### src/rtl/assert_macros.svh
// Assertion macros shared by the RTL files of the barometric compensation block.
// No dependencies; define ASSERT_OFF to compile the checks away.
`ifndef ASSERT_MACROS_SVH
`define ASSERT_MACROS_SVH
`ifndef ASSERT_OFF
// Clocked check, disabled while reset is asserted.
`define ASSERT_CLK(lbl, clk, rst_n, prop, msg) \
  lbl: assert property (@(posedge clk) disable iff (!rst_n) (prop)) else $error(msg);
// Clocked check that also runs during reset.
`define ASSERT_NORST(lbl, clk, prop, msg) \
  lbl: assert property (@(posedge clk) (prop)) else $error(msg);
`else
`define ASSERT_CLK(lbl, clk, rst_n, prop, msg)
`define ASSERT_NORST(lbl, clk, prop, msg)
`endif
`endif

### src/rtl/bsc_pkg.sv
// Package for the barometric sensor compensation pipeline: widths and stage structs.
// No dependencies.
package bsc_pkg;

  localparam int D_W      = 24;   // raw converter reading
  localparam int COEF_W   = 16;   // calibration coefficient
  localparam int DT_W     = 25;   // dT, signed
  localparam int PROD_W   = 42;   // dT * coefficient, signed
  localparam int DD_W     = 50;   // dT * dT, signed
  localparam int TM_W     = 19;   // TEMP - 2000
  localparam int TP_W     = 20;   // TEMP + 1500
  localparam int TEMP_W   = 19;
  localparam int OFFB_W   = 37;   // first-order OFF
  localparam int SENSB_W  = 37;   // first-order SENS
  localparam int T2_W     = 18;
  localparam int SQ_W     = 37;   // squares, unsigned
  localparam int OFF2_W   = 41;
  localparam int SENS2_W  = 40;
  localparam int OFF_W    = 42;
  localparam int SENS_W   = 41;
  localparam int PRES_W   = 32;

  localparam int TEMP_REF_CENTI = 2000;
  localparam int TEMP_LOW_CENTI = 1500;

  typedef struct packed {
    logic [COEF_W-1:0] sens_coeff;
    logic [COEF_W-1:0] off_coeff;
    logic [COEF_W-1:0] tcs_coeff;
    logic [COEF_W-1:0] tco_coeff;
    logic [COEF_W-1:0] tref_coeff;
    logic [COEF_W-1:0] tempsens_coeff;
  } bsc_cfg_t;

  // First-order results, handed from the temperature stages to the correction stages
  typedef struct packed {
    logic [D_W-1:0]            d1;
    logic signed [TM_W-1:0]    tm;
    logic signed [TP_W-1:0]    tp;
    logic signed [TEMP_W-1:0]  temp;
    logic signed [OFFB_W-1:0]  off_b;
    logic signed [SENSB_W-1:0] sens_b;
    logic [T2_W-1:0]           t2;
  } bsc_base_t;

  // Fully compensated terms, handed to the pressure stages
  typedef struct packed {
    logic [D_W-1:0]           d1;
    logic signed [TEMP_W-1:0] temp;
    logic signed [OFF_W-1:0]  off;
    logic signed [SENS_W-1:0] sens;
  } bsc_comp_t;

endpackage

### src/rtl/bsc_pres.sv
// Pressure stages: D1*SENS split in two partial products, shift, OFF subtract, output.
// Depends on bsc_pkg.
module bsc_pres (
  input  logic                          clk,
  input  logic                          rst_n,
  input  logic                          adv,
  input  logic                          in_valid,
  input  bsc_pkg::bsc_comp_t            comp,
  output logic                          out_valid,
  output logic signed [bsc_pkg::TEMP_W-1:0] temperature_centi,
  output logic signed [bsc_pkg::PRES_W-1:0] pressure_pa
);
  import bsc_pkg::*;

  localparam int LO_W   = 20;
  localparam int HI_W   = SENS_W - LO_W;
  localparam int PLO_W  = D_W + LO_W;
  localparam int PHI_W  = D_W + 1 + HI_W;
  localparam int FULL_W = PHI_W + LO_W;
  localparam int SH_W   = FULL_W - 21;
  localparam int DIF_W  = SH_W + 1;

  // stage 7: partial products
  logic                     v7_r;
  logic [PLO_W-1:0]         plo_r, plo_nxt;
  logic signed [PHI_W-1:0]  phi_r, phi_nxt;
  logic signed [OFF_W-1:0]  off7_r;
  logic signed [TEMP_W-1:0] temp7_r;
  logic signed [HI_W-1:0]   sens_hi;

  // stage 8: full product, floor shift by 21
  logic                     v8_r;
  logic [FULL_W-1:0]        full_c;
  logic signed [SH_W-1:0]   sh_r;
  logic signed [OFF_W-1:0]  off8_r;
  logic signed [TEMP_W-1:0] temp8_r;

  // stage 9: subtract OFF, floor shift by 15
  logic                     v9_r;
  logic signed [DIF_W-1:0]  diff_c;
  logic signed [PRES_W-1:0] pres_r, pres_nxt;
  logic signed [TEMP_W-1:0] temp9_r;

  assign sens_hi = comp.sens[SENS_W-1:LO_W];
  assign plo_nxt = comp.d1 * comp.sens[LO_W-1:0];
  assign phi_nxt = $signed({1'b0, comp.d1}) * sens_hi;

  assign full_c = {phi_r, {LO_W{1'b0}}} + {{(FULL_W-PLO_W){1'b0}}, plo_r};

  // |D1*SENS| < 2^64, so the shifted difference fits 31 bits and is sign-extended without a clamp
  assign diff_c   = {sh_r[SH_W-1], sh_r} - {{(DIF_W-OFF_W){off8_r[OFF_W-1]}}, off8_r};
  assign pres_nxt = {{(PRES_W-(DIF_W-15)){diff_c[DIF_W-1]}}, diff_c[DIF_W-1:15]};

  always_ff @(posedge clk) begin
    if (!rst_n) begin
      v7_r <= 1'b0;
      v8_r <= 1'b0;
      v9_r <= 1'b0;
    end else if (adv) begin
      v7_r <= in_valid;
      v8_r <= v7_r;
      v9_r <= v8_r;
    end
  end

  always_ff @(posedge clk) begin
    if (adv) begin
      plo_r   <= plo_nxt;
      phi_r   <= phi_nxt;
      off7_r  <= comp.off;
      temp7_r <= comp.temp;
      sh_r    <= full_c[FULL_W-1:21];
      off8_r  <= off7_r;
      temp8_r <= temp7_r;
      pres_r  <= pres_nxt;
      temp9_r <= temp8_r;
    end
  end

  assign out_valid         = v9_r;
  assign temperature_centi = temp9_r;
  assign pressure_pa       = pres_r;

endmodule

### config.mk
export PLATFORM = sky130hd
export DESIGN_NAME = bsc_pres
export DESIGN_NICKNAME = d
export VERILOG_FILES = /design/src/rtl/assert_macros.svh /design/src/rtl/bsc_pkg.sv /design/src/rtl/bsc_pres.sv
export SDC_FILE = /design/constraint.sdc
export NUM_CORES = 2
export LEC_CHECK = 0
export BUFFER_PORTS_ARGS = -buffer_cell sky130_fd_sc_hd__buf_2
export CAP_MARGIN = 30
export CELL_PAD_IN_SITES_DETAIL_PLACEMENT = 0
export CELL_PAD_IN_SITES_GLOBAL_PLACEMENT = 1
export CORE_ASPECT_RATIO = 1.25
export CORE_MARGIN = 4
export CORE_UTILIZATION = 45
export DETAILED_ROUTE_END_ITERATION = 8
export MAX_ROUTING_LAYER = met4
export PLACE_DENSITY = 0.83
export SLEW_MARGIN = 20
export SYNTH_ARGS = -nofsm -noshare
export SYNTH_HDL_FRONTEND = slang
export SYNTH_SLANG_ARGS = --single-unit
### constraint.sdc
create_clock -name clk -period 21.3 [get_ports clk]
set_clock_uncertainty 0.2 [all_clocks]
set_input_delay 0 -clock clk [delete_from_list [all_inputs] [get_ports clk]]
set_output_delay 0 -clock clk [all_outputs]
set_load 0.03 [all_outputs]
# [Word level (Yosys, flattened, before mapping)]
# Index checks and enable logic that the tools add are counted.
[totals] in_bits=130 wordCells=16 out_inout_bits=52 regBits=310
[op_classes] n_mul=2 addsub=2
[op_table] cell="adder 66 x 44 -> 66 bit" count=1
[op_table] cell="multiplier 25 x 21 -> 46 bit" count=1
[op_table] cell="subtractor 45 x 42 -> 46 bit" count=1
[op_table] cell="multiplier 24 x 20 -> 44 bit" count=1

# [Longest topological paths before layout]
[depth] ltp_word=1 mapped_depth=28 ltp_nobuf=26

# [Worst setup path after synthesis]
# OpenSTA, ideal clock, no wires.
[synth_path] kind="in2reg" start="in comp[20] (netlist name)" end="reg phi_r[43], data pin" path_stages=26 arrival_time_ns=6.229 path_slack_ns=14.612 n_path_buf=2 setup_ns=0.259 cell_sequence="clkbuf_1 > nand2_1 > fa_1 > inv_1 > fa_1 > inv_1 > fa_1 > inv_1 > fa_1 > fa_1 > fa_1 > inv_1 > fa_1 > inv_1 > ha_1 > buf_2 > a21oi_2 > o21ai_0 > a221o_1 > a2111oi_0 > a21boi_2 > o21ai_1 > a211oi_2 > o21ai_1 > a21oi_1 > xnor2_1"
[synth_via] elab_chain_len=1
[synth_rtl] item="from (decl)" line_no="bsc_pres.sv:8" source="input bsc_pkg::bsc_comp_t comp,"
[synth_rtl] item="multiplier 25 x 21 -> 46 bit" line_no="bsc_pres.sv:46" source="assign phi_nxt = $signed({1'b0, comp.d1}) * sens_hi;"
[synth_rtl] item="named net phi_nxt[43]" line_no="bsc_pres.sv:26" source="logic signed [PHI_W-1:0] phi_r, phi_nxt;"
[synth_rtl] item="to (signal assigned)" line_no="bsc_pres.sv:69" source="phi_r <= phi_nxt;"
[synth_rtl] item="to (decl)" line_no="bsc_pres.sv:26"
# The timed path passes the listed nets, and every way through them passes these cells.
# A chain may end at the register's enable or synchronous reset.

# [Final worst setup path]
[layout_path] start="in comp[20] (netlist name)" end="reg phi_r[45], data pin"
# Same word-level chain as after synthesis.

==> flow_summary.yaml <==
detailed_routing:
  ant_nets: 0
  routed_wl_mm: 107
  drc_errors: 0
  wl_per_cell_um: 17.9
  via_per_inst: 5.09
  first_iter_violations: 1234
  drt_pass1_iterations: 7
  vias: 30503
yosys:
  ys_ff_latch: 290
  synth.area.mux_share: 0.000676
  yosys-top-cells-count: "inv_1, fa_1, nand2_1"
  synth_cell_type_count: 66
  synth.most_common_cell: "inv_1"
  ys.flop_type: "edfxtp_1"
  yosysTopAreaCellShare: 0.364
  seq_area_frac_synth: 0.195
  syn_area_per_cell_um2: 9.87
  synth_compound_area_frac: 0.0566
  synth_xor_xnor_area_share: 0.0262
  synthSimpleGateAreaFrac: 0.143
  yosys_warnings: 0
  syn_inst: 4496
  synth_top_family_by_area: "adder cells"
  synth_area_leaders: "fa_1, edfxtp_1, ha_1"
  synth_area_leader_cell: "fa_1"
  synthAdderAreaFrac: 0.478
  synth_edf_count: 287
  synth_area_um2: 44400
  ys_async_sr_fraction: 0
  synth_fp_nets: 5836
global_route:
  grt_pass1_vias: 33659
  grtUsageTotal: 0.218
  antenna_found_initial: 7
  grt_first_pass_wirelength_mm: 176
  grt_max_degree: 82
  overflow: 0
floorplanning:
  initial_utilization: 0.454
  die_area_um2: 104000
  design.core.area_um2: 97700
  ioPinCount: 182
  die-width_um: 289
  die_h_um: 359
  rows: 128
sta:
  rsz0062_at_grt: "false"
  worst_slack_ns: 13.77
  finalMaxSlewViolations: 0
  max_freq_ghz: 0.133
  hold_viol: 1
  relSlewSlack: 0.362
  worst_pin_slew_ns: 0.954
  holdWs_ns: -0.0104
  setup_viol_count_final: 0
  min_period_ns: 7.53
  setup_tns_ns: 0
  min_period_over_period: 0.353
status:
  violations: "negative hold slack"
  outcome: "finished with violations"
final_layout:
  syn_to_final_growth_pct: 9.64
  num-nets-final: 6000
  final_layout_size_suffix_gt1_frac: 0.0585
  fillers: 9025
clocking:
  worst_skew_pair.late_latency_ns: 0.56
  cts_sinks: 290
  cts_buffers: 29
  clk_pin_slew_ns: 0.06
  cts-root-buf: "clkbuf_16"
  post_cts_buffers: 0
  cts_max_path_buffers: 3
  tritoncts: "done"
  cts_max_level: 1
placement:
  dp_hpwl_mm: 83.1
  dp_slack_ns: 13.61
  io_buffers: 181
  gp_congestion: 0.854
min_path:
  hold_path_class: "in -> reg"
critical_path:
  critPathMaxFanout: 24
  required_ns: 21.41
  cpMostUsedCell: "fa_1"
  crit_arrival_ns: 7.64
  crit_path_end_kind: "register"
  crit_path_top_delay_cell: "fa_1"
  crit_family: "adder cells"
  worst-path-buf-inv: 7
  max_stage_delay_ns: 0.57
  worstSetupStartpointType: "input pin"
  path_class: "in -> reg"
run:
  maxCapViolations: 0
cell type report:
cell class / instances / area, um2 / share of cell area
Multi-Input combinational cell: 3023 / 31300 / 0.642
Sequential cell: 290 / 8680 / 0.178
Inverter: 982 / 3690 / 0.0757
Timing Repair Buffer: 334 / 2380 / 0.0490
Tap cell: 1300 / 1630 / 0.0334
Clock buffer: 30 / 729 / 0.0150
Clock inverter: 23 / 285 / 0.00586
Antenna cell: 5 / 12.5 / 0.000257
per-stage QoR:
step	util	cells	area [um2]
detailed placement	0.475	5804	46400
global placement	0.475	5803	46400
global route	0.498	5985	48700
finish	0.498	5987	48700
floorplan	-	4496	44400
CTS	0.498	5981	48600
metal layers:
metal / vias up / share of wire / GRT usage
met3: 163 / 0.049 / 0.0273
met2: 676 / 0.53 / 0.390
li1: 14077 / - / -
met1: 15587 / 0.40 / 0.261
met4: 0 / 0.023 / 0.0502
met5: - / 0 / -
worst paths after layout:
kind | startpoint | to | slack (ns) | cells past startpoint
worst max-delay path | comp[20] | phi_r[45] | 13.77 | 26
worst max register to register | plo_r[30] | sh_r[40] | 17.48 | 11
worst min register to register | temp7_r[11] | temp8_r[11] | 0.21 | 0
worst min-delay path | comp[42] | off7_r[1] | -0.01 | 2
cell usage in the layout (no fill, tap or decap), types with 29 or more instances in the layout:
master,netlist,final
clkbuf_16,0,29
edfxtp_1,287,287
nor2b_1,34,34
a21oi_1,105,105
o21ai_0,70,70
buf_2,2,181
ha_1,402,402
nand3_1,35,35
xor2_1,50,50
fa_1,808,808
nor2_1,66,66
inv_1,982,982
nand2_1,611,611
dlygate4sd3_1,0,124
and2_1,437,437
xnor2_1,83,83
a21o_1,83,83
flip-flops by register name (all words and copies together) (netlist names):
signal and flops:
off7_r 42, off8_r 42, out_valid 1, phi_r 46, plo_r 24, pressure_pa 31, sh_r 45, temp7_r 19
temp8_r 19, temperature_centi 19, v7_r 1, v8_r 1
worst register-to-register path, cell delays in order, from the launching register on:
cell and delay, ns:
edfxtp_1 0.49, ha_1 0.43, a211oi_1 0.23, o21ai_0 0.14
a221oi_1 0.41, nor2_1 0.14, o31ai_1 0.33, a21boi_0 0.21
o21ai_1 0.48, nor2_1 0.15, and3_1 0.22, xor2_1 0.16
cells by family after synthesis:
group	count (synthesis)
mux	3
fa+ha+maj	1210
compound gates	385
buf+inv	1183
flops	290
xor+xnor	133
simple gates	1292
timing repair:
item                      CTS  global route
hold endpoints to repair  138             0
hold buffers              124             0
gates resized for setup     0             0
Power is not shown: default switching activity piles up to over one toggle a cycle in this logic, so the estimate is an artifact.
