===== src/rtl/assert_macros.svh =====
// Assertion macros shared by the RTL files of the barometric compensation block.
// No dependencies; define ASSERT_OFF to compile the checks away.
`ifndef ASSERT_MACROS_SVH
`define ASSERT_MACROS_SVH
`ifndef ASSERT_OFF
// Clocked check, disabled while reset is asserted.
`define ASSERT_CLK(lbl, clk, rst_n, prop, msg) \
  lbl: assert property (@(posedge clk) disable iff (!rst_n) (prop)) else $error(msg);
// Clocked check that also runs during reset.
`define ASSERT_NORST(lbl, clk, prop, msg) \
  lbl: assert property (@(posedge clk) (prop)) else $error(msg);
`else
`define ASSERT_CLK(lbl, clk, rst_n, prop, msg)
`define ASSERT_NORST(lbl, clk, prop, msg)
`endif
`endif


===== src/rtl/bsc_pkg.sv =====
// Package for the barometric sensor compensation pipeline: widths and stage structs.
// No dependencies.
package bsc_pkg;

  localparam int D_W      = 24;   // raw converter reading
  localparam int COEF_W   = 16;   // calibration coefficient
  localparam int DT_W     = 25;   // dT, signed
  localparam int PROD_W   = 42;   // dT * coefficient, signed
  localparam int DD_W     = 50;   // dT * dT, signed
  localparam int TM_W     = 19;   // TEMP - 2000
  localparam int TP_W     = 20;   // TEMP + 1500
  localparam int TEMP_W   = 19;
  localparam int OFFB_W   = 37;   // first-order OFF
  localparam int SENSB_W  = 37;   // first-order SENS
  localparam int T2_W     = 18;
  localparam int SQ_W     = 37;   // squares, unsigned
  localparam int OFF2_W   = 41;
  localparam int SENS2_W  = 40;
  localparam int OFF_W    = 42;
  localparam int SENS_W   = 41;
  localparam int PRES_W   = 32;

  localparam int TEMP_REF_CENTI = 2000;
  localparam int TEMP_LOW_CENTI = 1500;

  typedef struct packed {
    logic [COEF_W-1:0] sens_coeff;
    logic [COEF_W-1:0] off_coeff;
    logic [COEF_W-1:0] tcs_coeff;
    logic [COEF_W-1:0] tco_coeff;
    logic [COEF_W-1:0] tref_coeff;
    logic [COEF_W-1:0] tempsens_coeff;
  } bsc_cfg_t;

  // First-order results, handed from the temperature stages to the correction stages
  typedef struct packed {
    logic [D_W-1:0]            d1;
    logic signed [TM_W-1:0]    tm;
    logic signed [TP_W-1:0]    tp;
    logic signed [TEMP_W-1:0]  temp;
    logic signed [OFFB_W-1:0]  off_b;
    logic signed [SENSB_W-1:0] sens_b;
    logic [T2_W-1:0]           t2;
  } bsc_base_t;

  // Fully compensated terms, handed to the pressure stages
  typedef struct packed {
    logic [D_W-1:0]           d1;
    logic signed [TEMP_W-1:0] temp;
    logic signed [OFF_W-1:0]  off;
    logic signed [SENS_W-1:0] sens;
  } bsc_comp_t;

endpackage


===== src/rtl/bsc_corr.sv =====
// Second-order correction stages: squares, OFF2/SENS2/T2 and their subtraction.
// Depends on bsc_pkg and assert_macros.svh.
`include "assert_macros.svh"
module bsc_corr (
  input  logic                clk,
  input  logic                rst_n,
  input  logic                adv,
  input  logic                in_valid,
  input  bsc_pkg::bsc_base_t  base,
  output logic                out_valid,
  output bsc_pkg::bsc_comp_t  comp
);
  import bsc_pkg::*;

  // stage 4: squares
  logic                  v4_r, cold4_r, vcold4_r;
  bsc_base_t             b4_r;
  logic [SQ_W-1:0]       sqm_r, sqp_r, sqm_nxt, sqp_nxt;
  logic signed [2*TM_W-1:0] sqm_full;
  logic signed [2*TP_W-1:0] sqp_full;

  // stage 5: correction terms
  logic                  v5_r, cold5_r;
  bsc_base_t             b5_r;
  logic [OFF2_W-1:0]     off2_r, off2_nxt;
  logic [SENS2_W-1:0]    sens2_r, sens2_nxt;
  logic [SQ_W+5:0]       m61;

  // stage 6
  logic                  v6_r;
  bsc_comp_t             comp_r, comp_nxt;
  logic signed [OFF_W-1:0]  offb_ext;
  logic signed [SENS_W-1:0] sensb_ext;

  assign sqm_full = base.tm * base.tm;
  assign sqp_full = base.tp * base.tp;
  assign sqm_nxt  = sqm_full[SQ_W-1:0];
  assign sqp_nxt  = sqp_full[SQ_W-1:0];

  assign m61       = {6'b0, sqm_r} * (SQ_W+6)'(61);
  assign off2_nxt  = {2'b0, m61[SQ_W+5:4]}
                   + (vcold4_r ? ({4'b0, sqp_r} * OFF2_W'(15)) : OFF2_W'(0));
  assign sens2_nxt = {2'b0, sqm_r, 1'b0} + (vcold4_r ? {sqp_r, 3'b0} : SENS2_W'(0));

  assign offb_ext  = {{(OFF_W-OFFB_W){b5_r.off_b[OFFB_W-1]}}, b5_r.off_b};
  assign sensb_ext = {{(SENS_W-SENSB_W){b5_r.sens_b[SENSB_W-1]}}, b5_r.sens_b};

  always_comb begin
    comp_nxt    = '0;
    comp_nxt.d1 = b5_r.d1;
    if (cold5_r) begin
      comp_nxt.temp = b5_r.temp - $signed({1'b0, b5_r.t2});
      comp_nxt.off  = offb_ext - $signed({1'b0, off2_r});
      comp_nxt.sens = sensb_ext - $signed({1'b0, sens2_r});
    end else begin
      comp_nxt.temp = b5_r.temp;
      comp_nxt.off  = offb_ext;
      comp_nxt.sens = sensb_ext;
    end
  end

  always_ff @(posedge clk) begin
    if (!rst_n) begin
      v4_r <= 1'b0;
      v5_r <= 1'b0;
      v6_r <= 1'b0;
    end else if (adv) begin
      v4_r <= in_valid;
      v5_r <= v4_r;
      v6_r <= v5_r;
    end
  end

  always_ff @(posedge clk) begin
    if (adv) begin
      b4_r     <= base;
      sqm_r    <= sqm_nxt;
      sqp_r    <= sqp_nxt;
      cold4_r  <= base.tm[TM_W-1];
      vcold4_r <= base.tp[TP_W-1];
      b5_r     <= b4_r;
      cold5_r  <= cold4_r;
      off2_r   <= off2_nxt;
      sens2_r  <= sens2_nxt;
      comp_r   <= comp_nxt;
    end
  end

  assign out_valid = v6_r;
  assign comp      = comp_r;

  `ASSERT_CLK(a_warm_off, clk, rst_n, adv && v5_r && !cold5_r |=> comp_r.off == $past(offb_ext), "warm item OFF altered")
  `ASSERT_CLK(a_warm_temp, clk, rst_n, adv && v5_r && !cold5_r |=> comp_r.temp == $past(b5_r.temp), "warm item TEMP altered")

endmodule


===== config.mk =====
export PLATFORM = sky130hd
export DESIGN_NAME = bsc_corr
export DESIGN_NICKNAME = d
export VERILOG_FILES = /design/src/rtl/bsc_pkg.sv /design/src/rtl/bsc_corr.sv
export VERILOG_INCLUDE_DIRS = /design/src /design/src/rtl
export SDC_FILE = /design/constraint.sdc
export NUM_CORES = 2
export LEC_CHECK = 0
export BUFFER_PORTS_ARGS = -buffer_cell sky130_fd_sc_hd__buf_4
export CAP_MARGIN = 0
export CELL_PAD_IN_SITES_DETAIL_PLACEMENT = 0
export CELL_PAD_IN_SITES_GLOBAL_PLACEMENT = 1
export CORE_MARGIN = 4
export CORE_UTILIZATION = 39
export CTS_CLUSTER_DIAMETER = 150
export CTS_CLUSTER_SIZE = 10
export DETAILED_ROUTE_END_ITERATION = 10
export MAX_ROUTING_LAYER = met4
export PLACE_DENSITY_LB_ADDON = 0.1
export SETUP_SLACK_MARGIN = 0.15
export SLEW_MARGIN = 30
export SYNTH_ARGS = -nofsm -noshare
export SYNTH_HDL_FRONTEND = slang
export SYNTH_SLANG_ARGS = --single-unit

===== constraint.sdc =====
create_clock -name clk -period 17.2 [get_ports clk]
set_input_delay 0.86 -clock clk [delete_from_list [all_inputs] [get_ports clk]]
set_output_delay 0.86 -clock clk [all_outputs]
set_load 0.01 [all_outputs]

Yosys cells after proc, flatten, opt, wreduce, memory -nomap -nowiden --
Cells that the tools add are included.
Word-level totals: bits in registers 557, latch bits 0, bits in writable memories 0, memory bits (read-only) 0, bits of input ports 178, logic and storage cells 36, memories 0
Operators by class: add/sub/neg operators 5, multiply operators 4, div/mod/pow operators 0, magnitude comparators 0, equality and inequality tests 0, shifts and indexed selects 0, muxes and demuxes 3, bitwise gates (word level) 0, reductions and logical operators 0
Operators by type and width (count):
- $mux 102 | 1
- $mul 37x6->43 const B | 1
- $sub 37x42->42 | 1
- $add 39x41->41 | 1
- $mul 37x4->41 const B | 1
- $mux 41 | 1
- $sub 37x41->41 | 1
- $add 38x40->40 | 1
- $mux 40 | 1
- $mul 19x19->37 | 1
- $mul 20x20->37 | 1
- $sub 19x19->19 | 1

Depth between registers and ports, before layout --
depth in word-level cells 3, gate-level depth with buffers 29, mapped depth without buffers 29

Least setup slack after synthesis --
Ideal clock, no wire load.
path type input port to flip-flop, from input base[115] (netlist name), to register sqp_r[30], data pin, library setup time 0.265 ns, arrival 7.242 ns, data required time 16.935 ns, slack 9.693 ns, cell stages on the path 28, path through clkbuf_1 -> clkbuf_1 -> nand2_1 -> fa_1 -> inv_1 -> fa_1 -> inv_1 -> fa_1 -> inv_1 -> fa_1 -> inv_1 -> fa_1 -> inv_1 -> fa_1 -> inv_1 -> fa_1 -> inv_1 -> ha_1 -> a21oi_1 -> o21bai_1 -> a21o_1 -> a21oi_1 -> o32ai_1 -> a21oi_1 -> a21oi_1 -> a31oi_1 -> o21ai_0 -> xor2_1
Between the ends: word-level cells in the longest chain between the ends 1
RTL lines:
- start: declaration | RTL line bsc_corr.sv:9 | input bsc_pkg::bsc_base_t base,
- $mul 20x20->37 | RTL line bsc_corr.sv:36 | assign sqp_full = base.tp * base.tp;
- net sqp_full[30] | RTL line bsc_corr.sv:20 | logic signed [2*TP_W-1:0] sqp_full;
- end signal: assignment | RTL line bsc_corr.sv:78 | sqp_r <= sqp_nxt;
- end: declaration | RTL line bsc_corr.sv:18 | logic [SQ_W-1:0] sqm_r, sqp_r, sqm_nxt, sqp_nxt;
The timed path passes the listed nets, and every way through them passes these cells. A chain may end at the register's enable or synchronous reset.

Worst setup path after layout --
from register sqm_r[2], to register off2_r[40], data pin
Between the ends: word-level cells in the longest chain between the ends 2
RTL lines:
- start: declaration | RTL line bsc_corr.sv:18
- start signal: assignment | RTL line bsc_corr.sv:77 | sqm_r <= sqm_nxt;
- $mul 37x6->43 | RTL line bsc_corr.sv:40 | assign m61 = {6'b0, sqm_r} * (SQ_W+6)'(61);
- $add 39x41->41 | RTL line bsc_corr.sv:42 | + (vcold4_r ? ({4'b0, sqp_r} * OFF2_W'(15)) : OFF2_W'(0));
- net off2_nxt[40] | RTL line bsc_corr.sv:25 | logic [OFF2_W-1:0] off2_r, off2_nxt;
- end signal: assignment | RTL line bsc_corr.sv:83 | off2_r <= off2_nxt;
- end: declaration | RTL line bsc_corr.sv:25
The timed path passes the listed nets, and every way through them passes these cells.

==> results.md <==
- Vias per cell: 4.87
- Crit end category: flop
- TNS Setup: 0 ps
- CTS tree: yes
- Hold crit path type: input port to flop
- Clk sink count: between 500 and 600
- Ys async rst share: 0%
- XOR/XNOR share of the synthesized area: 4.30%
- # Max-Cap Violations: 0
- Post-place instance area: 64,400 µm²
- Hpwl dp: 121 mm
- CTS resizes: 0
- EDFF count, synth: between 500 and 600
- Core Rows: 143
- Syn-to-layout area delta: 10.6%
- Die height: 400 µm
- Port bufs: roughly 300
- Critical path type: flop to flop
- DRT Pass-1 Iters: 5
- Largest family of logic cells by synthesized area: adder cells
- Most frequently used flop master after synthesis: edfxtp_1
- First DRT Iteration DRCs: 1,944
- WL per Instance: between 15 and 20 µm
- Clk root buf: clkbuf_16
- I/O pins: 305
- H-tree depth: 2
- Total global routing overflow: 0
- Unrepaired setup endpoints after global routing: no
- Least-Margin Pin Slew: 986 ps
- Post-Synth Adder-Cell Area: between 30% and 40%
- Syn Area/Cell: 10.7 µm²
- CP arrival: ~8000 ps
- Register area share after synthesis: about 28%
- CP max FO: 8
- Post-placement cell count: between 7,000 and 8,000
- Synth Area in Compound Gates: 9.21%
- Vias in the first global route: about 41,000
- Pin count of the biggest net entering global routing: around 110
- Filler cell count in the final layout: 14,700
- Net count, final: 7,469
- Initial core utilization: 39.3%
- Critical Path RT: 17,580 ps
- Outcome: finished clean
- Setup crit start kind: flop
- DR DRC count: 0
- CP max stage cell: a2111oi_0
- Die span in x: 400 µm
- Die area: 160,000 µm²
- Post-route insts no fill: ~8,000
- CTS clock-pin slew for the worst setup and hold paths: roughly 70 ps
- Worst rel slew slack: 33.3%
- Period minus WS final: 7470 ps
- Detail Route Antenna Nets: 0
- Post-CTS Setup Repair Bufs: 0
- Simple-gate share of the synthesized area: 9.27%
- CTS Hold Bufs: 0
- FMAX: 134 MHz
- Clk Latency, worst-skew pair: 660 ps
- Period utilisation layout: between 40% and 50%
- Vias: 38,800
- Initial antenna violation count: 7
- Slew Viols, Final: 0
- #FFs+latches synth: approximately 550
- Final Setup Violations: 0
- Overall routed net length: 148 mm
- Count of yosys warnings during synthesis: 0
- Routability cong.: 0.876
- Clock buffer count from CTS: about 60
- Reg2Reg Setup Slack: 9730 ps
- Post-synth design cell area: 59,800 µm²
- First-pass GRT wire length: roughly 240 mm
- Synth Instances: 5,613
- Core ar.: around 150,000 µm²
- Cell variety after synth: 77
- Post-Layout Inst Area: 66,200 µm²
- CP max stage delay: 570 ps
- Multiplexer share of the synthesized area: 1.26%
- Hold Fails Final Rpt: 0
- Global Route Usage Sum: 19.4%
- Clock skew: 32.2 ps
- CTS Buffer Depth: 3
- Final Util: 43.5%
- Crit path top cell by count: inv_1
- Share of cells above drive strength 1: 8.09%
==> layout by cell type (no fill, tap or decap), types with 23 or more instances in the layout <==
master,count
and2_1,188
o21a_1,47
nor2_1,250
a21o_1,126
edfxtp_1,550
clkbuf_1,30
xnor2_1,221
nor2b_1,60
nor3_1,55
o21ai_0,148
clkbuf_16,61
nand2_1,359
nand2b_1,51
mux2_2,60
o31ai_1,23
nand3_1,44
o21bai_1,40
xor2_1,73
fa_1,866
ha_1,526
a21oi_1,252
and3_1,34
buf_4,315
a211oi_1,39
inv_1,1220
==> state kept, by name, summed over array words and instances (netlist names) <==
| name | count |
|---|---|
| cold4_r | 1 |
| comp | 126 |
| v5_r | 1 |
| b5_r | 135 |
| sqp_r | 36 |
| sqm_r | 36 |
| v4_r | 1 |
| sens2_r | 38 |
| off2_r | 41 |
| cold5_r | 1 |
| vcold4_r | 1 |
| out_valid | 1 |
| b4_r | 135 |
==> layer usage <==
metal | track usage (%) | wire length (µm)
met1 | 27.6 | 72000
met2 | 30.8 | 68600
met3 | 1.97 | 5580
met4 | 3.12 | 2360
met5 | - | 0
==> per-stage QoR <==
step                      setup slack, ps  hold slack [ps]
after detailed placement             9140              405
after CTS                            9690              307
after global routing                 9060              327
final                                9730              374
after floorplan                      9690              400
after global placement               9180              400
==> worst paths after layout <==
path                        from              endpoint  cells past startpoint
max           sqm_r[2]$_DFFE_PP_  off2_r[40]$_DFFE_PP_                     29
min                    base[105]   b4_r[105]$_DFFE_PP_                      1
max reg2reg   sqm_r[2]$_DFFE_PP_  off2_r[40]$_DFFE_PP_                     29
min reg2reg  b4_r[169]$_DFFE_PP_   b5_r[169]$_DFFE_PP_                      0
==> layout make-up <==
cell class | count | area, µm² | area share (%)
Antenna cell | 2 | 5.00 | 0.00756
Clock buffer | 91 | 1640 | 2.48
Clock inverter | 5 | 66.3 | 0.100
Inverter | 1223 | 4590 | 6.94
Multi-Input combinational cell | 3741 | 38300 | 57.9
Sequential cell | 553 | 16600 | 25.1
Tap cell | 2030 | 2540 | 3.84
Timing Repair Buffer | 319 | 2430 | 3.67
==> synth_stat cells, drive strengths merged (47+ instances only) <==
cell type  count  area, µm²
a21o         126        946
a21oi        252       1260
and2         188       1180
clkbuf        91        342
edfxtp       550      16500
fa           866      17300
ha           526       6580
inv         1221       4580
mux2          60        676
nand2        359       1350
nand2b        51        319
nor2         250        938
nor2b         60        375
nor3          55        275
o21a          47        353
o21ai        149        746
xnor2        221       1940
xor2          73        639
==> cell families after synthesis <==
family | Yosys count
multiplexers | 68
AO/OA/AOI/OAI | 845
AND/OR/NAND/NOR | 1139
adder cells (fa/ha/maj) | 1392
flip-flops | 553
buffers and inverters | 1321
XOR/XNOR | 294
other | 1
==> critical path: cells and delay by family (launching register included) <==
family / cells / cell delay (ps)
adders and majority gates: 5 / 2120
and+or+nand+nor: 6 / 780
DFF: 1 / 510
xor gates and xnor gates: 2 / 220
AOI/OAI and AO/OA: 12 / 3350
buffers and inverters: 4 / 250
Power is left out: the tool's default activity adds up to more than one toggle a clock period on the data nets, which glitch-free logic cannot reach.
