$ cat src/rtl/assert_macros.svh
// Assertion macros shared by the RTL files of the barometric compensation block.
// No dependencies; define ASSERT_OFF to compile the checks away.
`ifndef ASSERT_MACROS_SVH
`define ASSERT_MACROS_SVH
`ifndef ASSERT_OFF
// Clocked check, disabled while reset is asserted.
`define ASSERT_CLK(lbl, clk, rst_n, prop, msg) \
  lbl: assert property (@(posedge clk) disable iff (!rst_n) (prop)) else $error(msg);
// Clocked check that also runs during reset.
`define ASSERT_NORST(lbl, clk, prop, msg) \
  lbl: assert property (@(posedge clk) (prop)) else $error(msg);
`else
`define ASSERT_CLK(lbl, clk, rst_n, prop, msg)
`define ASSERT_NORST(lbl, clk, prop, msg)
`endif
`endif

$ cat src/rtl/bsc_pkg.sv
// Package for the barometric sensor compensation pipeline: widths and stage structs.
// No dependencies.
package bsc_pkg;

  localparam int D_W      = 24;   // raw converter reading
  localparam int COEF_W   = 16;   // calibration coefficient
  localparam int DT_W     = 25;   // dT, signed
  localparam int PROD_W   = 42;   // dT * coefficient, signed
  localparam int DD_W     = 50;   // dT * dT, signed
  localparam int TM_W     = 19;   // TEMP - 2000
  localparam int TP_W     = 20;   // TEMP + 1500
  localparam int TEMP_W   = 19;
  localparam int OFFB_W   = 37;   // first-order OFF
  localparam int SENSB_W  = 37;   // first-order SENS
  localparam int T2_W     = 18;
  localparam int SQ_W     = 37;   // squares, unsigned
  localparam int OFF2_W   = 41;
  localparam int SENS2_W  = 40;
  localparam int OFF_W    = 42;
  localparam int SENS_W   = 41;
  localparam int PRES_W   = 32;

  localparam int TEMP_REF_CENTI = 2000;
  localparam int TEMP_LOW_CENTI = 1500;

  typedef struct packed {
    logic [COEF_W-1:0] sens_coeff;
    logic [COEF_W-1:0] off_coeff;
    logic [COEF_W-1:0] tcs_coeff;
    logic [COEF_W-1:0] tco_coeff;
    logic [COEF_W-1:0] tref_coeff;
    logic [COEF_W-1:0] tempsens_coeff;
  } bsc_cfg_t;

  // First-order results, handed from the temperature stages to the correction stages
  typedef struct packed {
    logic [D_W-1:0]            d1;
    logic signed [TM_W-1:0]    tm;
    logic signed [TP_W-1:0]    tp;
    logic signed [TEMP_W-1:0]  temp;
    logic signed [OFFB_W-1:0]  off_b;
    logic signed [SENSB_W-1:0] sens_b;
    logic [T2_W-1:0]           t2;
  } bsc_base_t;

  // Fully compensated terms, handed to the pressure stages
  typedef struct packed {
    logic [D_W-1:0]           d1;
    logic signed [TEMP_W-1:0] temp;
    logic signed [OFF_W-1:0]  off;
    logic signed [SENS_W-1:0] sens;
  } bsc_comp_t;

endpackage

$ cat src/rtl/bsc_temp.sv
// First-order stages: dT, coefficient products, TEMP and base OFF/SENS (three stages).
// Depends on bsc_pkg and assert_macros.svh.
`include "assert_macros.svh"
module bsc_temp (
  input  logic                        clk,
  input  logic                        rst_n,
  input  logic                        adv,
  input  logic                        in_valid,
  input  logic [bsc_pkg::D_W-1:0]     d1,
  input  logic [bsc_pkg::D_W-1:0]     d2,
  input  bsc_pkg::bsc_cfg_t           cfg,
  output logic                        out_valid,
  output bsc_pkg::bsc_base_t          base
);
  import bsc_pkg::*;

  // stage 1: dT
  logic                    v1_r;
  logic signed [DT_W-1:0]  dt_r, dt_nxt;
  logic [D_W-1:0]          d1a_r;

  // stage 2: products
  logic                     v2_r;
  logic signed [PROD_W-1:0] p_ts_r, p_tco_r, p_tcs_r;
  logic signed [PROD_W-1:0] p_ts_nxt, p_tco_nxt, p_tcs_nxt;
  logic signed [DD_W-1:0]   p_dd_r, p_dd_nxt;
  logic [D_W-1:0]           d1b_r;

  // stage 3
  logic                      v3_r;
  bsc_base_t                 base_r, base_nxt;
  logic signed [TM_W-1:0]    tm_c;

  assign dt_nxt = $signed({1'b0, d2}) - $signed({1'b0, cfg.tref_coeff, 8'h00});

  assign p_ts_nxt  = dt_r * $signed({1'b0, cfg.tempsens_coeff});
  assign p_tco_nxt = dt_r * $signed({1'b0, cfg.tco_coeff});
  assign p_tcs_nxt = dt_r * $signed({1'b0, cfg.tcs_coeff});
  assign p_dd_nxt  = dt_r * dt_r;

  // floor(dT*TEMPSENS / 2^23) is TEMP - 2000
  assign tm_c = p_ts_r[PROD_W-1:23];

  always_comb begin
    base_nxt        = '0;
    base_nxt.d1     = d1b_r;
    base_nxt.tm     = tm_c;
    base_nxt.tp     = {tm_c[TM_W-1], tm_c} + TP_W'(TEMP_REF_CENTI + TEMP_LOW_CENTI);
    base_nxt.temp   = tm_c + TEMP_W'(TEMP_REF_CENTI);
    base_nxt.off_b  = $signed({4'b0, cfg.off_coeff, 17'b0})
                    + $signed({p_tco_r[PROD_W-1], p_tco_r[PROD_W-1:6]});
    base_nxt.sens_b = $signed({5'b0, cfg.sens_coeff, 16'b0})
                    + $signed({{2{p_tcs_r[PROD_W-1]}}, p_tcs_r[PROD_W-1:7]});
    base_nxt.t2     = p_dd_r[48:31];
  end

  always_ff @(posedge clk) begin
    if (!rst_n) begin
      v1_r <= 1'b0;
      v2_r <= 1'b0;
      v3_r <= 1'b0;
    end else if (adv) begin
      v1_r <= in_valid;
      v2_r <= v1_r;
      v3_r <= v2_r;
    end
  end

  always_ff @(posedge clk) begin
    if (adv) begin
      dt_r    <= dt_nxt;
      d1a_r   <= d1;
      p_ts_r  <= p_ts_nxt;
      p_tco_r <= p_tco_nxt;
      p_tcs_r <= p_tcs_nxt;
      p_dd_r  <= p_dd_nxt;
      d1b_r   <= d1a_r;
      base_r  <= base_nxt;
    end
  end

  assign out_valid = v3_r;
  assign base      = base_r;

  `ASSERT_CLK(a_ts_zero, clk, rst_n, adv && v1_r && cfg.tempsens_coeff == '0 |=> p_ts_r == '0, "zero TEMPSENS gave nonzero product")

endmodule

$ cat config.mk
export PLATFORM = sky130hd
export DESIGN_NAME = bsc_temp
export DESIGN_NICKNAME = d
export VERILOG_FILES = /design/src/rtl/bsc_pkg.sv /design/src/rtl/bsc_temp.sv
export VERILOG_INCLUDE_DIRS = /design/src /design/src/rtl
export SDC_FILE = /design/constraint.sdc
export NUM_CORES = 2
export LEC_CHECK = 0
export BUFFER_PORTS_ARGS = -buffer_cell sky130_fd_sc_hd__buf_2
export CAP_MARGIN = 0
export CORE_ASPECT_RATIO = 1.1
export CORE_MARGIN = 2
export CORE_UTILIZATION = 60
export CTS_BUF_LIST = sky130_fd_sc_hd__clkbuf_4 sky130_fd_sc_hd__clkbuf_8
export DETAILED_ROUTE_END_ITERATION = 7
export GPL_TIMING_DRIVEN = 0
export HOLD_SLACK_MARGIN = 0.08
export PLACE_DENSITY = 0.77
export SLEW_MARGIN = 0
export SYNTH_ARGS = -nofsm -noshare
export SYNTH_HDL_FRONTEND = slang
export SYNTH_SLANG_ARGS = --single-unit
$ cat constraint.sdc
create_clock -name clk -period 8.55 [get_ports clk]
set_input_delay 2.565 -clock clk [delete_from_list [all_inputs] [get_ports clk]]
set_output_delay 2.565 -clock clk [all_outputs]
set_load 0.03 [all_outputs]
==> After elaboration in Yosys (flattened, before gate mapping) <==
Index checks and enable logic that the tools add are counted.
{ "classes": {"add_sub_neg": 5, "multipliers": 4, "div": 0, "n_lt_le_gt_ge": 0, "eq_ne": 0, "shifts": 0, "muxes": 0, "bitwise_logic": 0, "reduce_logical": 0} }
{ "ops": {"columns": ["op", "count"], "rows": [
  ["$mul 25x17->42", 3],
  ["$mul 25x25->49", 1],
  ["$add 34x36->37", 1],
  ["$add 33x35->36", 1],
  ["$sub 24x24->25", 1],
  ["$add 19x13->20 const B", 1],
  ["$add 19x12->19 const B", 1]
]} }
{ "totals": {"register_bits": 425, "latchBits": 0, "mem_bits_rw": 0, "mem_bits_ro": 0, "inputBits": 148, "output_inout_bits": 175, "wordCells": 26, "mem_count": 0} }

==> Depth between registers and ports, before layout <==
{ "logic_depth": {"ltp_word": 1, "mapped_depth": 29, "depth_no_buf": 27} }

==> Worst setup path after synthesis <==
Ideal clock, no wire load.
{ "synth_path": {"kind": "input -> register", "from": "in cfg[37] (netlist bit)", "to": "reg p_tco_r[38], data pin", "arrival_time_ns": 8.590, "setup_slack_ns": -0.298, "stages": 25, "n_path_buf": 2, "path_cell_list": "clkbuf_1 > clkbuf_1 > nand2_1 > fa_1 > inv_1 > fa_1 > inv_1 > fa_1 > inv_1 > fa_1 > inv_1 > fa_1 > inv_1 > fa_1 > ha_1 > a21o_1 > a21o_1 > a211o_1 > a221o_1 > a21oi_4 > o31ai_2 > o41ai_4 > o21bai_1 > a211oi_1 > nor2_1"} }
{ "synth_via": {"elab_chain_len": 1} }
{ "synth_lines": {"columns": ["item", "line", "rtl"], "rows": [
  ["start: declaration", "bsc_temp.sv:11", "input bsc_pkg::bsc_cfg_t cfg,"],
  ["$mul 25x17->42", "bsc_temp.sv:37", "assign p_tco_nxt = dt_r * $signed({1'b0, cfg.tco_coeff});"],
  ["via p_tco_nxt[38]", "bsc_temp.sv:25", "logic signed [PROD_W-1:0] p_ts_nxt, p_tco_nxt, p_tcs_nxt;"],
  ["end signal: assignment", "bsc_temp.sv:74", "p_tco_r <= p_tco_nxt;"],
  ["end: declaration", "bsc_temp.sv:24", "logic signed [PROD_W-1:0] p_ts_r, p_tco_r, p_tcs_r;"]
]} }
The timed path passes the listed nets, and every way through them passes these cells.
A chain may end at the register's enable or synchronous reset.

==> Final worst setup path <==
{ "layout_path": {"from": "reg dt_r[5]", "to": "reg p_dd_r[48], data pin"} }
{ "layout_via": {"elab_chain_len": 1} }
{ "layout_lines": {"columns": ["item", "line", "rtl"], "rows": [
  ["start: declaration", "bsc_temp.sv:19", "logic signed [DT_W-1:0] dt_r, dt_nxt;"],
  ["start signal: assignment", "bsc_temp.sv:71", "dt_r <= dt_nxt;"],
  ["$mul 25x25->49", "bsc_temp.sv:39", "assign p_dd_nxt = dt_r * dt_r;"],
  ["via p_dd_nxt[48]", "bsc_temp.sv:26", "logic signed [DD_W-1:0] p_dd_r, p_dd_nxt;"],
  ["end signal: assignment", "bsc_temp.sv:76", "p_dd_r <= p_dd_nxt;"],
  ["end: declaration", "bsc_temp.sv:26", null]
]} }
The timed path passes the listed nets, and every way through them passes these cells.

==> qor.json <==
{
  "areaGrowthSynthToFinish": {"value": 7.656, "unit": "%"},
  "core_area": {"value": 0.1228, "unit": "mm^2"},
  "clock_insertion_delay_worst_skew": {"value": 0.79, "unit": "ns"},
  "synthesis.area": {"value": 0.07397, "unit": "mm^2"},
  "synthCells": {"value": 7377},
  "postSynthRegisterBits": {"value": 351},
  "crit_path_max_incr_delay": {"value": 1.00, "unit": "ns"},
  "tritoncts_num_sinks": {"value": 351},
  "grt_setup_unrepaired": {"value": "yes"},
  "dr_wl_cell": {"value": 22.90, "unit": "um"},
  "drt_pre_antenna_iters": {"value": 6},
  "end_kind": {"value": "register"},
  "route.detailed.vias_per_inst": {"value": 5.500},
  "seq_area_frac_synth": {"value": 0.1421},
  "highest_delay_cell_along_the_critical_path": {"value": "clkbuf_1"},
  "final_antenna_net_count": {"value": 0},
  "die-height": {"value": 372.3, "unit": "um"},
  "vias": {"value": 52061},
  "finalSetupViolCount": {"value": 0},
  "clk_transition_reported_paths": {"value": 0.06, "unit": "ns"},
  "critPathMaxFanout": {"value": 10},
  "cp_data_required_time": {"value": 9.09, "unit": "ns"},
  "drt-total-wl": {"value": 216.8, "unit": "mm"},
  "async_reset_ff_frac": {"value": 0},
  "buffers_and_inverters_on_the_worst_path": {"value": 6},
  "grt_first_pass_wirelength": {"value": 334.0, "unit": "mm"},
  "finClkSkew": {"value": 0.09329, "unit": "ns"},
  "drive_above_1_share": {"value": 0.08145},
  "synth.distinct_cells": {"value": 76},
  "ctsRootBufferMaster": {"value": "clkbuf_8"},
  "fp-row-count": {"value": 135},
  "hp-class": {"value": "reg -> reg"},
  "cts_tree": {"value": "yes"},
  "crit_top_cell": {"value": "fa_1"},
  "mostFrequentLayoutCell": {"value": "inv_1"},
  "crit_arrival": {"value": 9.01, "unit": "ns"},
  "max-slew-margin-rel": {"value": 0.05935},
  "cts.htree.levels": {"value": 2},
  "chipWidth": {"value": 338.8, "unit": "um"},
  "max-clock-path-buffers": {"value": 3},
  "number_of_buffers_inserted_during_clock_tree_synthesis": {"value": 58},
  "number_of_nets_in_the_layout": {"value": 10171},
  "grt_antenna_before_repair": {"value": 36},
  "gpl_wtd_cong": {"value": 1.003},
  "final.period_utilization": {"value": 0.9907},
  "timing_hold_violations_final": {"value": 0},
  "count_of_placed_standard_cells_including_taps": {"value": 9327},
  "start_kind": {"value": "register"},
  "final_critical_path_setup_slack": {"value": 0.07991, "unit": "ns"},
  "number_of_standard_cells_in_the_layout_taps_in_and_fillers_out": {"value": 9465},
  "place_ws": {"value": -2.045, "unit": "ns"},
  "globalRoute.totalOverflow": {"value": 0},
  "worst_pin_slew": {"value": 1.411, "unit": "ns"},
  "post-route-drc-count": {"value": 0},
  "hpwl_reported_at_the_end_of_detailed_placement": {"value": 183.2, "unit": "mm"},
  "status": {"value": "completed"},
  "timing_max_transition_violations_final": {"value": 0},
  "io_pins": {"value": 323},
  "iteration_0_drc_markers": {"value": 3841},
  "number_of_nets_produced_by_synthesis": {"value": 9794},
  "finalWorstPathRequiredPeriod": {"value": 8.470, "unit": "ns"},
  "setup.worst_path.class": {"value": "reg -> reg"},
  "critical_path.top_delay_family": {"value": "adder cells"},
  "max_cap_violations": {"value": 0},
  "whs": {"value": 0.3969, "unit": "ns"},
  "synth-main-ff-cell": {"value": "edfxtp_1"},
  "cts_hold_buffers": {"value": 0},
  "initial_core_util": {"value": 0.6024},
  "portBuffers": {"value": 304},
  "most-common-layout-cells": {"value": "inv_1, fa_1, nand2_1, and2_1, ha_1"},
  "grt.total_usage": {"value": 0.3596},
  "timing.fmax": {"value": 118.1, "unit": "MHz"},
  "synthesis.yosys.warnings": {"value": 0},
  "via_count_of_the_first_global_routing_pass": {"value": 57269},
  "largest_net_degree_at_the_start_of_global_routing": {"value": 131},
  "fp.dieArea": {"value": 0.1261, "unit": "mm^2"},
  "per_instance_average_area_after_synthesis": {"value": 10.03, "unit": "um^2"},
  "synth_enable_flop_cells": {"value": 348}
}
through the flow:
stage               setup TNS, ns  cell area (um^2)  utilization
floorplan                -0.07833             74120            -
global placement          -107.87             77690       0.6327
detailed placement         -87.55             77760       0.6332
CTS                      -0.06296             79300       0.6457
global route              -0.1642             79580       0.6481
finish                          0             79630       0.6485
cells by family (layout without fill, tap and decap cells):
family | Yosys count | after routing | synth area share
buf+inv | 2362 | 2781 | 0.1202
fa+ha+maj | 2269 | 2269 | 0.5631
simple gates | 1859 | 1859 | 0.1200
flops | 351 | 351 | 0.1421
compound gates | 330 | 330 | 0.03014
xor+xnor | 202 | 202 | 0.02392
mux | 4 | 4 | 0.0005413
other cells | 0 | 25 | 0
metal layers:
layer	vias up	GRT usage	routed length, um
met2	2596	0.6056	104200
met5	-	0	176
li1	22145	-	-
met3	813	0.08777	21970
met1	26485	0.4220	74060
met4	22	0.2111	16430
cell usage after synthesis, types with 3 or more instances:
cell type / instances / share of area
a211oi_1: 9 / 0.00091
xnor2_1: 130 / 0.015
nand2_1: 965 / 0.049
or2_2: 6 / 0.00051
o211ai_1: 10 / 0.0010
nand4_1: 16 / 0.0014
o31ai_1: 5 / 0.00051
and2_1: 582 / 0.049
ha_1: 502 / 0.085
clkbuf_1: 316 / 0.016
edfxtp_1: 348 / 0.14
a21boi_0: 11 / 0.0011
o21a_1: 24 / 0.0024
a21o_1: 44 / 0.0045
a21oi_1: 100 / 0.0068
o21bai_1: 11 / 0.0011
o21ai_0: 57 / 0.0039
or3_1: 8 / 0.00068
a31oi_1: 5 / 0.00042
a31o_2: 3 / 0.00036
and3_1: 19 / 0.0016
nor2b_1: 35 / 0.0030
inv_1: 2035 / 0.10
o21ai_1: 3 / 0.00020
a211oi_2: 3 / 0.00051
nor2_1: 133 / 0.0067
buf_4: 7 / 0.00071
dfxtp_1: 3 / 0.00081
nor3b_1: 6 / 0.00061
nor4_1: 3 / 0.00025
a311oi_1: 3 / 0.00036
nand3_1: 21 / 0.0014
a221oi_1: 5 / 0.00059
buf_1: 3 / 0.00015
nand2b_1: 22 / 0.0019
o2111ai_1: 7 / 0.00083
and4_1: 5 / 0.00059
nor3_1: 26 / 0.0018
mux2i_1: 4 / 0.00054
xor2_1: 72 / 0.0085
nand3b_1: 4 / 0.00041
fa_1: 1767 / 0.48
worst paths after layout:
check             startpoint    endpoint  slack [ns]  depth (start not counted)
setup / recovery     dt_r[5]  p_dd_r[48]        0.08                         25
hold / removal     d1a_r[16]   d1b_r[16]        0.40                          0
setup reg to reg     dt_r[5]  p_dd_r[48]        0.08                         25
hold reg to reg    d1a_r[16]   d1b_r[16]        0.40                          0
layout make-up:
cell class                 instances  area, um^2
antenna                           25       62.56
buffer                           317        1695
clock buffer                      75       925.9
clock inverter                    27       234.0
fill                            9866       43170
inverter                        2036        7651
multi-input combinational       4664       54700
sequential                       351       10510
tap                             1644        2057
timing repair buffer             326        1794
timing repair:
item                       in CTS  in global routing
gates resized for setup       153                202
setup endpoints to repair      68                 37
pin swaps                       2                  7
setup buffers                  12                  8
registers in the layout, summed over array words and instances, names as in the netlist:
| register | count |
|---|---|
| base | 167 |
| d1a_r | 24 |
| d1b_r | 24 |
| dt_r | 25 |
| out_valid | 1 |
| p_dd_r | 18 |
| p_tco_r | 36 |
| p_tcs_r | 35 |
| p_ts_r | 19 |
| v1_r | 1 |
| v2_r | 1 |
Power is left out: the tool's default activity adds up to more than one toggle a clock period on the data nets, which glitch-free logic cannot reach.
